<file path="src/rtl/ntsp_pkg.sv">
package ntsp_pkg;

   localparam int STACK_DEPTH = 64;
   localparam int STACK_AW    = $clog2(STACK_DEPTH);
   localparam int NODE_BITS   = 16;
   localparam logic [15:0] NODE_MASK =
      (NODE_BITS >= 16) ? 16'hFFFF : 16'((32'd1 << NODE_BITS) - 32'd1);

   localparam int QUEUE_DEPTH = 4;
   localparam int QUEUE_AW    = $clog2(QUEUE_DEPTH);

   localparam logic [2:0] KIND_RECORD = 3'd1;
   localparam logic [2:0] KIND_LABEL  = 3'd2;
   localparam logic [2:0] KIND_BRANCH = 3'd3;
   localparam logic [2:0] KIND_STOP   = 3'd4;

   localparam logic [3:0] ERR_NONE       = 4'd0;
   localparam logic [3:0] ERR_OPEN       = 4'd1;
   localparam logic [3:0] ERR_LABEL      = 4'd2;
   localparam logic [3:0] ERR_COMMA      = 4'd3;
   localparam logic [3:0] ERR_COLON      = 4'd4;
   localparam logic [3:0] ERR_CLOSE      = 4'd5;
   localparam logic [3:0] ERR_UNBALANCED = 4'd6;
   localparam logic [3:0] ERR_SEMI       = 4'd7;
   localparam logic [3:0] ERR_LENGTH     = 4'd8;
   localparam logic [3:0] ERR_EXPONENT   = 4'd9;
   localparam logic [3:0] ERR_COMMENT    = 4'd10;
   localparam logic [3:0] ERR_BYTE       = 4'd11;
   localparam logic [3:0] ERR_OVERFLOW   = 4'd12;

   // everything one byte causes, in output order: record, passed byte, stop
   typedef struct packed {
      logic        rec_v;
      logic [15:0] rec_edge;
      logic [15:0] rec_parent;
      logic [15:0] rec_child;
      logic        pass_v;
      logic        pass_branch;
      logic [7:0]  pass_char;
      logic [15:0] pass_edge;
      logic        stop_v;
      logic [3:0]  stop_err;
   } action_type;

   typedef struct packed {
      logic push;
      logic pop;
   } stack_op_type;

endpackage

</file>
<file path="src/rtl/ntsp_ram.sv">
module ntsp_ram #(
   parameter int WIDTH = 16,
   parameter int DEPTH = 64
) (
   input  logic                     clock,
   input  logic                     wr_en,
   input  logic [$clog2(DEPTH)-1:0] wr_addr,
   input  logic [WIDTH-1:0]         wr_data,
   input  logic [$clog2(DEPTH)-1:0] rd_addr,
   output logic [WIDTH-1:0]         rd_data
);

   logic [WIDTH-1:0] mem_ff [DEPTH];
   logic [WIDTH-1:0] rd_data_ff;

   always_ff @(posedge clock) begin
      if (wr_en) begin
         mem_ff[wr_addr] <= wr_data;
      end
      rd_data_ff <= mem_ff[rd_addr];
   end

   assign rd_data = rd_data_ff;

endmodule

</file>
<file path="src/rtl/ntsp_stack.sv">
module ntsp_stack (
   input  logic                       clock,
   input  logic                       reset,
   input  ntsp_pkg::stack_op_type     op,
   input  logic [15:0]                push_data,
   output logic [15:0]                top,
   output logic [ntsp_pkg::STACK_AW:0] count
);

   localparam int AW = ntsp_pkg::STACK_AW;

   logic [15:0] top_ff, top_in;
   logic [AW:0] cnt_ff, cnt_in;
   logic        byp_ff, byp_in;
   logic [15:0] byp_val_ff;
   logic [15:0] below;
   logic [15:0] ram_q;
   logic [AW:0] rd_full;
   logic [AW:0] wr_full;

   // entry under the top: fresh from the RAM, or the old top right after a push
   assign below = byp_ff ? byp_val_ff : ram_q;

   always_comb begin
      top_in = top_ff;
      cnt_in = cnt_ff;
      byp_in = 1'b0;
      if (op.push) begin
         top_in = push_data;
         cnt_in = cnt_ff + 1'b1;
         byp_in = 1'b1;
      end else if (op.pop) begin
         top_in = below;
         cnt_in = cnt_ff - 1'b1;
      end
   end

   assign rd_full = cnt_in - (AW+1)'(2);
   assign wr_full = cnt_ff - (AW+1)'(1);

   ntsp_ram #(.WIDTH(16), .DEPTH(ntsp_pkg::STACK_DEPTH)) u_ram (
      .clock   (clock),
      .wr_en   (op.push && (cnt_ff != '0)),
      .wr_addr (wr_full[AW-1:0]),
      .wr_data (top_ff),
      .rd_addr (rd_full[AW-1:0]),
      .rd_data (ram_q)
   );

   always_ff @(posedge clock) begin
      if (reset) begin
         cnt_ff <= '0;
         byp_ff <= 1'b0;
      end else begin
         cnt_ff <= cnt_in;
         byp_ff <= byp_in;
      end
      top_ff     <= top_in;
      byp_val_ff <= top_ff;
   end

   assign top   = top_ff;
   assign count = cnt_ff;

endmodule

</file>
<file path="src/rtl/ntsp_front.sv">
module ntsp_front (
   input  logic                        clock,
   input  logic                        reset,
   input  logic                        accept,
   input  logic [7:0]                  text_byte,
   input  logic                        end_of_text,
   input  logic                        csr_wr_en,
   input  logic [15:0]                 csr_wr_data,
   input  logic [15:0]                 open_top,
   input  logic [ntsp_pkg::STACK_AW:0] open_cnt,
   input  logic [15:0]                 pend_top,
   input  logic [ntsp_pkg::STACK_AW:0] pend_cnt,
   output ntsp_pkg::stack_op_type      open_op,
   output ntsp_pkg::stack_op_type      pend_op,
   output logic [15:0]                 push_id,
   output logic                        act_push,
   output ntsp_pkg::action_type        act
);

   typedef enum logic [2:0] {
      T_FIRST, T_OPEN, T_CLOSE, T_COMMA, T_COLON, T_SEMI, T_LABEL, T_BRANCH
   } token_type;

   typedef enum logic [2:0] {
      P_BETWEEN, P_COMMENT, P_LABEL, P_INT, P_FRAC, P_EXP0, P_EXPD
   } phase_type;

   typedef enum logic [3:0] {
      C_IGN, C_WS, C_LABEL, C_OPEN, C_CLOSE, C_PLUS, C_COMMA, C_DASH, C_DOT,
      C_DIGIT, C_COLON, C_SEMI, C_LSQ, C_RSQ, C_BAD
   } class_type;

   function automatic class_type class_of(input logic [7:0] b);
      class_type r;
      if (b[7]) begin
         r = C_BAD;
      end else if (b == 8'd9 || b == 8'd10 || b == 8'd13 || b == 8'd32) begin
         r = C_WS;
      end else if (b < 8'd32 || b == 8'd127) begin
         r = C_IGN;
      end else if (b >= "0" && b <= "9") begin
         r = C_DIGIT;
      end else begin
         case (b)
            "(":     r = C_OPEN;
            ")":     r = C_CLOSE;
            "+":     r = C_PLUS;
            ",":     r = C_COMMA;
            "-":     r = C_DASH;
            ".":     r = C_DOT;
            ":":     r = C_COLON;
            ";":     r = C_SEMI;
            "[":     r = C_LSQ;
            "]":     r = C_RSQ;
            default: r = C_LABEL;
         endcase
      end
      return r;
   endfunction

   localparam logic [ntsp_pkg::STACK_AW:0] DEPTH_FULL =
      (ntsp_pkg::STACK_AW+1)'(ntsp_pkg::STACK_DEPTH);

   phase_type   phase_ff, phase_in;
   token_type   prev_ff, prev_in;
   logic [15:0] tipc_ff, tipc_in;
   logic [15:0] intc_ff, intc_in;
   logic [15:0] edge_ff, edge_in;
   logic        halt_ff, halt_in;

   always_comb begin
      class_type   c;
      logic        consumed;
      logic        expm;
      logic        namech;
      logic [15:0] otop;
      logic        rec_pend;
      logic        rec_tip;

      c        = class_of(text_byte);
      expm     = (text_byte == "E") || (text_byte == "e");
      namech   = (c == C_LABEL) || (c == C_DIGIT) || (c == C_DOT) ||
                 (c == C_PLUS) || (c == C_DASH);
      otop     = (open_cnt != '0) ? open_top : 16'd0;
      consumed = 1'b0;
      rec_pend = 1'b0;
      rec_tip  = 1'b0;
      phase_in = phase_ff;
      prev_in  = prev_ff;
      tipc_in  = tipc_ff;
      intc_in  = intc_ff;
      edge_in  = edge_ff;
      halt_in  = halt_ff;
      open_op  = '0;
      pend_op  = '0;
      act      = '0;

      if (!halt_ff) begin
         // continue a token in progress
         case (phase_ff)
            P_COMMENT: begin
               if (c == C_RSQ) phase_in = P_BETWEEN;
               consumed = 1'b1;
            end
            P_LABEL: begin
               if (namech) begin
                  act.pass_v = 1'b1;
                  consumed   = 1'b1;
               end
            end
            P_INT, P_FRAC: begin
               if (c == C_DIGIT) begin
                  act.pass_v = 1'b1;
                  consumed   = 1'b1;
               end else if (c == C_DOT && phase_ff == P_INT) begin
                  act.pass_v = 1'b1;
                  phase_in   = P_FRAC;
                  consumed   = 1'b1;
               end else if (expm) begin
                  act.pass_v = 1'b1;
                  phase_in   = P_EXP0;
                  consumed   = 1'b1;
               end
               act.pass_branch = 1'b1;
            end
            P_EXP0: begin
               if (c == C_DIGIT || c == C_PLUS || c == C_DASH) begin
                  act.pass_v = 1'b1;
                  phase_in   = P_EXPD;
               end else begin
                  act.stop_v   = 1'b1;
                  act.stop_err = ntsp_pkg::ERR_EXPONENT;
                  halt_in      = 1'b1;
               end
               act.pass_branch = 1'b1;
               consumed        = 1'b1;
            end
            P_EXPD: begin
               if (c == C_DIGIT) begin
                  act.pass_v = 1'b1;
                  consumed   = 1'b1;
               end
               act.pass_branch = 1'b1;
            end
            default: ;
         endcase

         // start a new token and check it against the one before
         if (!consumed) begin
            phase_in = P_BETWEEN;
            case (c)
               C_WS, C_IGN: ;
               C_LSQ: phase_in = P_COMMENT;
               C_OPEN: begin
                  if (prev_ff != T_COMMA && prev_ff != T_OPEN && prev_ff != T_FIRST) begin
                     act.stop_v = 1'b1; act.stop_err = ntsp_pkg::ERR_OPEN;
                  end else if (open_cnt >= DEPTH_FULL || pend_cnt >= DEPTH_FULL) begin
                     act.stop_v = 1'b1; act.stop_err = ntsp_pkg::ERR_OVERFLOW;
                  end else begin
                     intc_in      = intc_ff + 16'd1;
                     open_op.push = 1'b1;
                     pend_op.push = 1'b1;
                     prev_in      = T_OPEN;
                  end
               end
               C_CLOSE: begin
                  if (prev_ff != T_LABEL && prev_ff != T_COMMA && prev_ff != T_CLOSE &&
                      prev_ff != T_BRANCH) begin
                     act.stop_v = 1'b1; act.stop_err = ntsp_pkg::ERR_CLOSE;
                  end else if (open_cnt == '0) begin
                     act.stop_v = 1'b1; act.stop_err = ntsp_pkg::ERR_UNBALANCED;
                  end else begin
                     rec_pend    = (prev_ff == T_CLOSE);
                     rec_tip     = (prev_ff == T_COMMA);
                     open_op.pop = 1'b1;
                     prev_in     = T_CLOSE;
                  end
               end
               C_COMMA: begin
                  if (prev_ff != T_LABEL && prev_ff != T_COMMA && prev_ff != T_CLOSE &&
                      prev_ff != T_BRANCH && prev_ff != T_OPEN) begin
                     act.stop_v = 1'b1; act.stop_err = ntsp_pkg::ERR_COMMA;
                  end else begin
                     rec_pend = (prev_ff == T_CLOSE);
                     rec_tip  = (prev_ff == T_OPEN) || (prev_ff == T_COMMA);
                     prev_in  = T_COMMA;
                  end
               end
               C_COLON: begin
                  if (prev_ff != T_LABEL && prev_ff != T_COMMA && prev_ff != T_CLOSE &&
                      prev_ff != T_OPEN) begin
                     act.stop_v = 1'b1; act.stop_err = ntsp_pkg::ERR_COLON;
                  end else if (open_cnt == '0) begin
                     act.stop_v = 1'b1; act.stop_err = ntsp_pkg::ERR_NONE;
                  end else begin
                     rec_pend = (prev_ff == T_CLOSE);
                     rec_tip  = (prev_ff != T_CLOSE) && (prev_ff != T_LABEL);
                     prev_in  = T_COLON;
                  end
               end
               C_SEMI: begin
                  if (prev_ff != T_LABEL && prev_ff != T_CLOSE && prev_ff != T_BRANCH) begin
                     act.stop_v = 1'b1; act.stop_err = ntsp_pkg::ERR_SEMI;
                  end else begin
                     prev_in = T_SEMI;
                  end
               end
               C_LABEL, C_DIGIT, C_PLUS, C_DASH, C_DOT: begin
                  if (prev_ff == T_COLON) begin
                     if (c != C_DASH && c != C_PLUS && c != C_DIGIT) begin
                        act.stop_v = 1'b1; act.stop_err = ntsp_pkg::ERR_LENGTH;
                     end else begin
                        act.pass_v      = 1'b1;
                        act.pass_branch = 1'b1;
                        prev_in         = T_BRANCH;
                        phase_in        = P_INT;
                     end
                  end else if (prev_ff != T_OPEN && prev_ff != T_COMMA &&
                               prev_ff != T_CLOSE) begin
                     act.stop_v = 1'b1; act.stop_err = ntsp_pkg::ERR_LABEL;
                  end else if (open_cnt == '0) begin
                     act.stop_v = 1'b1; act.stop_err = ntsp_pkg::ERR_NONE;
                  end else begin
                     rec_pend        = (prev_ff == T_CLOSE);
                     rec_tip         = (prev_ff != T_CLOSE);
                     act.pass_v      = 1'b1;
                     act.pass_branch = 1'b0;
                     prev_in         = T_LABEL;
                     phase_in        = P_LABEL;
                  end
               end
               default: begin
                  act.stop_v = 1'b1; act.stop_err = ntsp_pkg::ERR_BYTE;
               end
            endcase
            if (act.stop_v) halt_in = 1'b1;
         end

         // edge record: child from the pending stack or the next tip
         if (rec_pend || rec_tip) begin
            act.rec_v      = 1'b1;
            act.rec_edge   = edge_ff;
            act.rec_parent = otop;
            edge_in        = edge_ff + 16'd1;
            if (rec_pend) begin
               act.rec_child = (pend_cnt != '0) ? pend_top : 16'd0;
               pend_op.pop   = (pend_cnt != '0);
            end else begin
               tipc_in       = tipc_ff + 16'd1;
               act.rec_child = tipc_in & ntsp_pkg::NODE_MASK;
            end
         end

         act.pass_char = text_byte;
         act.pass_edge = edge_in - 16'd1;

         // final byte closes the text
         if (end_of_text && !halt_in) begin
            act.stop_v = 1'b1;
            if (phase_in == P_COMMENT) begin
               act.stop_err = ntsp_pkg::ERR_COMMENT;
            end else if (phase_in == P_EXP0) begin
               act.stop_err = ntsp_pkg::ERR_EXPONENT;
            end else begin
               act.stop_err = ntsp_pkg::ERR_NONE;
            end
            halt_in  = 1'b1;
            phase_in = P_BETWEEN;
         end
      end

      if (!accept) begin
         open_op = '0;
         pend_op = '0;
      end
   end

   assign push_id  = intc_in & ntsp_pkg::NODE_MASK;
   assign act_push = accept && (act.rec_v || act.pass_v || act.stop_v);

   always_ff @(posedge clock) begin
      if (reset) begin
         phase_ff <= P_BETWEEN;
         prev_ff  <= T_FIRST;
         tipc_ff  <= 16'd0;
         intc_ff  <= 16'd1;
         edge_ff  <= 16'd0;
         halt_ff  <= 1'b0;
      end else begin
         if (accept) begin
            phase_ff <= phase_in;
            prev_ff  <= prev_in;
            tipc_ff  <= tipc_in;
            intc_ff  <= intc_in;
            edge_ff  <= edge_in;
            halt_ff  <= halt_in;
         end
         // the tip count only seeds internal ids before the first token
         if (csr_wr_en && prev_ff == T_FIRST && open_cnt == '0) intc_ff <= csr_wr_data;
      end
   end

endmodule

</file>
<file path="src/rtl/ntsp_queue.sv">
module ntsp_queue (
   input  logic                 clock,
   input  logic                 reset,
   input  logic                 push,
   input  ntsp_pkg::action_type push_data,
   input  logic                 pop,
   output ntsp_pkg::action_type head,
   output logic                 empty,
   output logic                 full
);

   localparam int AW = ntsp_pkg::QUEUE_AW;

   ntsp_pkg::action_type mem_ff [ntsp_pkg::QUEUE_DEPTH];
   logic [AW-1:0] wr_ff, rd_ff;
   logic [AW:0]   cnt_ff;

   assign empty = (cnt_ff == '0);
   assign full  = (cnt_ff == (AW+1)'(ntsp_pkg::QUEUE_DEPTH));
   assign head  = mem_ff[rd_ff];

   always_ff @(posedge clock) begin
      if (reset) begin
         wr_ff  <= '0;
         rd_ff  <= '0;
         cnt_ff <= '0;
      end else begin
         if (push) wr_ff <= wr_ff + 1'b1;
         if (pop)  rd_ff <= rd_ff + 1'b1;
         if (push && !pop) begin
            cnt_ff <= cnt_ff + 1'b1;
         end else if (pop && !push) begin
            cnt_ff <= cnt_ff - 1'b1;
         end
      end
      if (push) mem_ff[wr_ff] <= push_data;
   end

endmodule

</file>
<file path="src/rtl/ntsp_back.sv">
module ntsp_back (
   input  logic                 clock,
   input  logic                 reset,
   input  ntsp_pkg::action_type head,
   input  logic                 empty,
   output logic                 pop,
   output logic                 rsp_valid,
   input  logic                 rsp_stall,
   output logic [2:0]           rsp_kind,
   output logic [15:0]          rsp_edge_index,
   output logic [15:0]          rsp_parent_node,
   output logic [15:0]          rsp_child_node,
   output logic [7:0]           rsp_char_out,
   output logic [3:0]           rsp_error_code,
   output logic                 rsp_last_of_run
);

   logic [2:0]  done_ff;
   logic [2:0]  avail, pick, rest;
   logic        load;
   logic        valid_ff;
   logic [2:0]  kind_ff;
   logic [15:0] edge_ff, parent_ff, child_ff;
   logic [7:0]  char_ff;
   logic [3:0]  err_ff;
   logic        last_ff;

   // bit 0 record, bit 1 passed byte, bit 2 stop
   assign avail = {head.stop_v, head.pass_v, head.rec_v} & ~done_ff;
   assign pick  = avail & (~avail + 3'd1);
   assign rest  = avail & ~pick;
   assign load  = !empty && (!valid_ff || !rsp_stall);
   assign pop   = load && (rest == '0);

   always_ff @(posedge clock) begin
      if (reset) begin
         valid_ff <= 1'b0;
         done_ff  <= '0;
      end else begin
         if (load) begin
            valid_ff <= 1'b1;
            done_ff  <= (rest == '0) ? 3'd0 : (done_ff | pick);
         end else if (!rsp_stall) begin
            valid_ff <= 1'b0;
         end
      end
      if (load) begin
         last_ff   <= (rest == '0);
         kind_ff   <= ntsp_pkg::KIND_STOP;
         edge_ff   <= 16'd0;
         parent_ff <= 16'd0;
         child_ff  <= 16'd0;
         char_ff   <= 8'd0;
         err_ff    <= ntsp_pkg::ERR_NONE;
         if (pick[0]) begin
            kind_ff   <= ntsp_pkg::KIND_RECORD;
            edge_ff   <= head.rec_edge;
            parent_ff <= head.rec_parent;
            child_ff  <= head.rec_child;
         end else if (pick[1]) begin
            kind_ff <= head.pass_branch ? ntsp_pkg::KIND_BRANCH : ntsp_pkg::KIND_LABEL;
            edge_ff <= head.pass_edge;
            char_ff <= head.pass_char;
         end else begin
            err_ff <= head.stop_err;
         end
      end
   end

   assign rsp_valid       = valid_ff;
   assign rsp_kind        = kind_ff;
   assign rsp_edge_index  = edge_ff;
   assign rsp_parent_node = parent_ff;
   assign rsp_child_node  = child_ff;
   assign rsp_char_out    = char_ff;
   assign rsp_error_code  = err_ff;
   assign rsp_last_of_run = last_ff;

endmodule

</file>
<file path="src/rtl/newick_tree_stream_parser.sv">
// Channel | Direction | Handshake            | Payload
// req     | in        | req_valid/req_stall  | text_byte, end_of_text
// rsp     | out       | rsp_valid/rsp_stall  | kind, edge_index, parent/child node,
//         |           |                      | char_out, error_code, last_of_run
// csr     | in        | csr_wr_en            | csr_wr_data (tip count)
//
// One text byte is taken per cycle unless req_stall is high; the front end
// decodes it in that cycle. A byte gives zero to three results; the back end
// sends one result per cycle unless rsp_stall is high.
// req_stall rises only when the four-entry action queue is full.
// Reset is synchronous; no clearing pass is needed, the stacks are empty.
module newick_tree_stream_parser (
   input  logic        clock,
   input  logic        reset,
   input  logic        req_valid,
   output logic        req_stall,
   input  logic [7:0]  req_text_byte,
   input  logic        req_end_of_text,
   output logic        rsp_valid,
   input  logic        rsp_stall,
   output logic [2:0]  rsp_kind,
   output logic [15:0] rsp_edge_index,
   output logic [15:0] rsp_parent_node,
   output logic [15:0] rsp_child_node,
   output logic [7:0]  rsp_char_out,
   output logic [3:0]  rsp_error_code,
   output logic        rsp_last_of_run,
   input  logic        csr_wr_en,
   input  logic [15:0] csr_wr_data
);

   logic                        accept;
   logic                        q_full, q_empty, q_pop, act_push;
   ntsp_pkg::action_type        act, head;
   ntsp_pkg::stack_op_type      open_op, pend_op;
   logic [15:0]                 push_id, open_top, pend_top;
   logic [ntsp_pkg::STACK_AW:0] open_cnt, pend_cnt;

   // hold the input only while the queue has no free slot
   assign req_stall = q_full;
   assign accept    = req_valid && !q_full;

   ntsp_front u_front (
      .clock       (clock),
      .reset       (reset),
      .accept      (accept),
      .text_byte   (req_text_byte),
      .end_of_text (req_end_of_text),
      .csr_wr_en   (csr_wr_en),
      .csr_wr_data (csr_wr_data),
      .open_top    (open_top),
      .open_cnt    (open_cnt),
      .pend_top    (pend_top),
      .pend_cnt    (pend_cnt),
      .open_op     (open_op),
      .pend_op     (pend_op),
      .push_id     (push_id),
      .act_push    (act_push),
      .act         (act)
   );

   // open internal nodes; depth doubles as the parenthesis depth
   ntsp_stack u_open (
      .clock     (clock),
      .reset     (reset),
      .op        (open_op),
      .push_data (push_id),
      .top       (open_top),
      .count     (open_cnt)
   );

   // internal nodes still waiting for their own edge record
   ntsp_stack u_pend (
      .clock     (clock),
      .reset     (reset),
      .op        (pend_op),
      .push_data (push_id),
      .top       (pend_top),
      .count     (pend_cnt)
   );

   ntsp_queue u_queue (
      .clock     (clock),
      .reset     (reset),
      .push      (act_push),
      .push_data (act),
      .pop       (q_pop),
      .head      (head),
      .empty     (q_empty),
      .full      (q_full)
   );

   ntsp_back u_back (
      .clock           (clock),
      .reset           (reset),
      .head            (head),
      .empty           (q_empty),
      .pop             (q_pop),
      .rsp_valid       (rsp_valid),
      .rsp_stall       (rsp_stall),
      .rsp_kind        (rsp_kind),
      .rsp_edge_index  (rsp_edge_index),
      .rsp_parent_node (rsp_parent_node),
      .rsp_child_node  (rsp_child_node),
      .rsp_char_out    (rsp_char_out),
      .rsp_error_code  (rsp_error_code),
      .rsp_last_of_run (rsp_last_of_run)
   );

endmodule

</file>
<file path="config.mk">
export PLATFORM = sky130hd
export DESIGN_NAME = newick_tree_stream_parser
export DESIGN_NICKNAME = d
export VERILOG_FILES = /design/src/rtl/ntsp_pkg.sv /design/src/rtl/ntsp_ram.sv /design/src/rtl/ntsp_stack.sv /design/src/rtl/ntsp_front.sv /design/src/rtl/ntsp_queue.sv /design/src/rtl/ntsp_back.sv /design/src/rtl/newick_tree_stream_parser.sv
export SDC_FILE = /design/constraint.sdc
export NUM_CORES = 2
export LEC_CHECK = 0
export BUFFER_PORTS_ARGS = -buffer_cell sky130_fd_sc_hd__buf_2
export CAP_MARGIN = 20
export CORE_MARGIN = 2
export CORE_UTILIZATION = 41
export DETAILED_ROUTE_END_ITERATION = 7
export GPL_ROUTABILITY_DRIVEN = 0
export PLACE_DENSITY = 0.59
export SETUP_SLACK_MARGIN = 0.5
export SYNTH_ARGS = -nofsm -noshare
export SYNTH_HDL_FRONTEND = slang
export SYNTH_SLANG_ARGS = --single-unit
</file>
<file path="constraint.sdc">
create_clock -name clock -period 10.15 [get_ports clock]
set_clock_uncertainty 0.2 [all_clocks]
set_input_delay 1.015 -clock clock [delete_from_list [all_inputs] [get_ports clock]]
set_output_delay 1.015 -clock clock [all_outputs]
set_load 0.05 [all_outputs]
</file>
==> impl_metrics.json <==
{
  "outcome": "completed",
  "path_max_fanout": 44,
  "clk_path_buf_depth": 4,
  "powerDensity_mw_per_mm2": 200,
  "routed_wl_mm": 250,
  "finalPower_mw": 23.6,
  "hold_violations": 0,
  "grt_pass1_vias": 52214,
  "synthTopCellsByCount": "edfxtp_1, mux2i_1, mux4_2",
  "rr_worst_depth": 21,
  "fin_crit_ns": 7.53,
  "pre_cts_ws_ns": 2.13,
  "worst_ep_arrival_time_ns": 8.12,
  "synth-seq-cells": 2611,
  "htreeDepth": 5,
  "synth_area_sq_mm": 0.103,
  "yosysWarnings": 0,
  "io_buffers": 95,
  "initialDrtViolationCount": 5791,
  "synth_top_area_cell": "edfxtp_1",
  "worstSetupEndpointType": "flop",
  "slew_violations": 0,
  "max_slew_margin_pct": 30.2,
  "num_rows": 184,
  "dr.pass1.iters": 8,
  "start_kind": "flop",
  "path_clk_slew_ns": 0.06,
  "fin_util_pct": 46.9,
  "die_y_microns": 506,
  "ys_seq_area_share_pct": 74.4,
  "fin_setup_tns_ns": 0,
  "setup_slack_ns": 2.62,
  "peakVddDrop_v": 0.000161,
  "start_util_pct": 41.2,
  "ys.flop_type": "edfxtp_1",
  "fin_hold_ws_ns": 0.122,
  "fin_crit_sh_pct": 74.2,
  "synth_top_area_share_pct": 71.5,
  "coreArea_sq_mm": 0.251,
  "die_area_sq_mm": 0.256,
  "drc": 0,
  "grt_pass1_wl_mm": 364,
  "cp.required_ns": 10.74,
  "ant_nets": 0,
  "cts-hold-fix-buffers": 0,
  "grt_start_max_net_pins": 100,
  "post-cts-setup-buffer-count": 0,
  "synth_edf_count": 2464,
  "grt-ovfl-total": 0,
  "leakagePower_nw": 40.8,
  "yosys-top-cells-area": "edfxtp_1, mux2i_1, mux4_2",
  "drv_cap": 0,
  "tightest_slew_ns": 1.05,
  "rsz0062_at_grt": "no",
  "die-width_microns": 506,
  "yosysMostFrequentCell": "edfxtp_1",
  "cts.sinks": 2611,
  "viasPerCell": 5.63,
  "drive_above_1_share_pct": 18.1,
  "async_flop_share_pct": 0,
  "num_io_pins": 96,
  "avgSynthCellArea_sq_um": 18.3,
  "routedWlPerCell_microns": 26.3,
  "cts_buffers": 288,
  "synthesis.instances": 5654,
  "grt_usage_pct": 19.2,
  "area_growth_pct": 13.9,
  "fmax_mhz": 133,
  "worst-setup-path-type": "reg2reg",
  "hold_class": "in2reg",
  "clockRootBuffer": "clkbuf_16",
  "yosysUniqueCellTypes": 87,
  "cts_tree": "done",
  "nNetsFinal": 6019,
  "cts_resized": 0,
  "hpwlAfterDp_mm": 147,
  "setup_viol": 0,
  "vias": 53568,
  "hold_depth": 2,
  "insertion_delay_ns": 0.90,
  "syn-num-nets": 5702,
  "grt_antenna_before_repair": 12
}
routing by layer:
layer	global-route usage (%)	vias to the layer above	wire length, microns
li1	-	23403	-
met3	3.09	356	15400
met1	28.4	27987	113000
met5	0	-	0
met4	4.83	0	5790
met2	29.6	1822	116000
path summary, 6_finish.rpt:
path | slack [ns] | to | startpoint
setup / recovery | 2.62 | u_pend.u_ram.rd_data[1] | u_open.count[0]
hold / removal | 0.12 | u_queue.cnt_ff[0] | reset
setup reg to reg | 2.62 | u_pend.u_ram.rd_data[1] | u_open.count[0]
hold reg to reg | 0.25 | u_back.done_ff[2] | u_back.done_ff[2]
flip-flops by register name, indices dropped and copies added, names as in the netlist, 8 cells and up, named ones only:
register and flops:
u_open.u_ram.mem_ff 1024, u_pend.u_ram.mem_ff 1024, u_queue.mem_ff 320, u_back.rsp_child_node 16, u_back.rsp_edge_index 16, u_back.rsp_parent_node 16, u_front.edge_ff 16, u_front.intc_ff 16
u_front.tipc_ff 16, u_open.byp_val_ff 16, u_open.top 16, u_open.u_ram.rd_data 16, u_pend.byp_val_ff 16, u_pend.top 16, u_pend.u_ram.rd_data 16, u_back.rsp_char_out 8
critical path: stages (launching register included):
cell and delay (ns):
dfxtp_1 0.78, inv_1 0.33, ha_1 0.30, and3_1 0.26, a2111oi_0 0.61, and2_1 0.26, o21ai_1 0.23, o31ai_1 0.32
nand3_1 0.11, o221a_2 0.19, inv_1 0.17, ha_1 0.21, xnor2_1 0.15, xnor2_4 0.85, buf_12 0.39, buf_12 0.32
buf_4 0.27, mux2i_1 0.21, mux2i_1 0.10, o22ai_1 0.66, nor4_1 0.11, mux2_2 0.29
cell usage in the layout (no fill, tap or decap), drive strengths merged, types with 21 or more instances in the layout:
master,synthesis,final
edfxtp,2464,2464
mux2i,778,778
clkbuf,162,364
mux4,336,336
buf,144,333
nor2,307,307
dfxtp,147,147
a21oi,144,144
o22ai,133,133
a22oi,131,131
nand2,113,113
clkinv,1,96
xnor2,77,77
and3,64,64
nand3,58,58
a211oi,56,56
and2,50,50
nor2b,46,46
xor2,45,45
nor3,42,42
o21ai,41,41
nor4,39,39
inv,32,39
a31oi,22,22
bufinv,0,21
or4,21,21
kinds of logic after synthesis:
kind of cell             share of synthesized area (%)
flip-flops                                        74.4
multiplexers                                      15.0
AND/OR/NAND/NOR                                   3.84
AO/OA/AOI/OAI                                     4.09
buffers and inverters                             1.43
XOR/XNOR                                          1.04
adder cells (fa/ha/maj)                          0.225
stage by stage:
stage / instance area (sq um) / cells
after floorplan: 103000 / 5654
after global placement: 109000 / 9025
after detailed placement: 109000 / 9026
after CTS: 118000 / 9517
after global routing: 118000 / 9522
final: 118000 / 9523
area by class of cell:
type / count / area (sq um)
inverter: 33 / 124
fill: 20919 / 133000
sequential: 2611 / 76900
antenna: 3 / 7.51
multi-input combinational: 2704 / 25200
clock buffer: 364 / 7760
clock inverter: 127 / 1160
timing repair buffer: 333 / 2470
tap: 3348 / 4190
where the power goes:
| group | internal [mW] | total (mW) | switching (mW) |
|---|---|---|---|
| Clock | 5.92 | 9.95 | 4.03 |
| Sequential | 12.0 | 12.1 | 0.113 |
| Combinational | 0.438 | 1.54 | 1.10 |
| Total | 18.3 | 23.6 | 5.25 |
(Power assumes the default switching activity.)
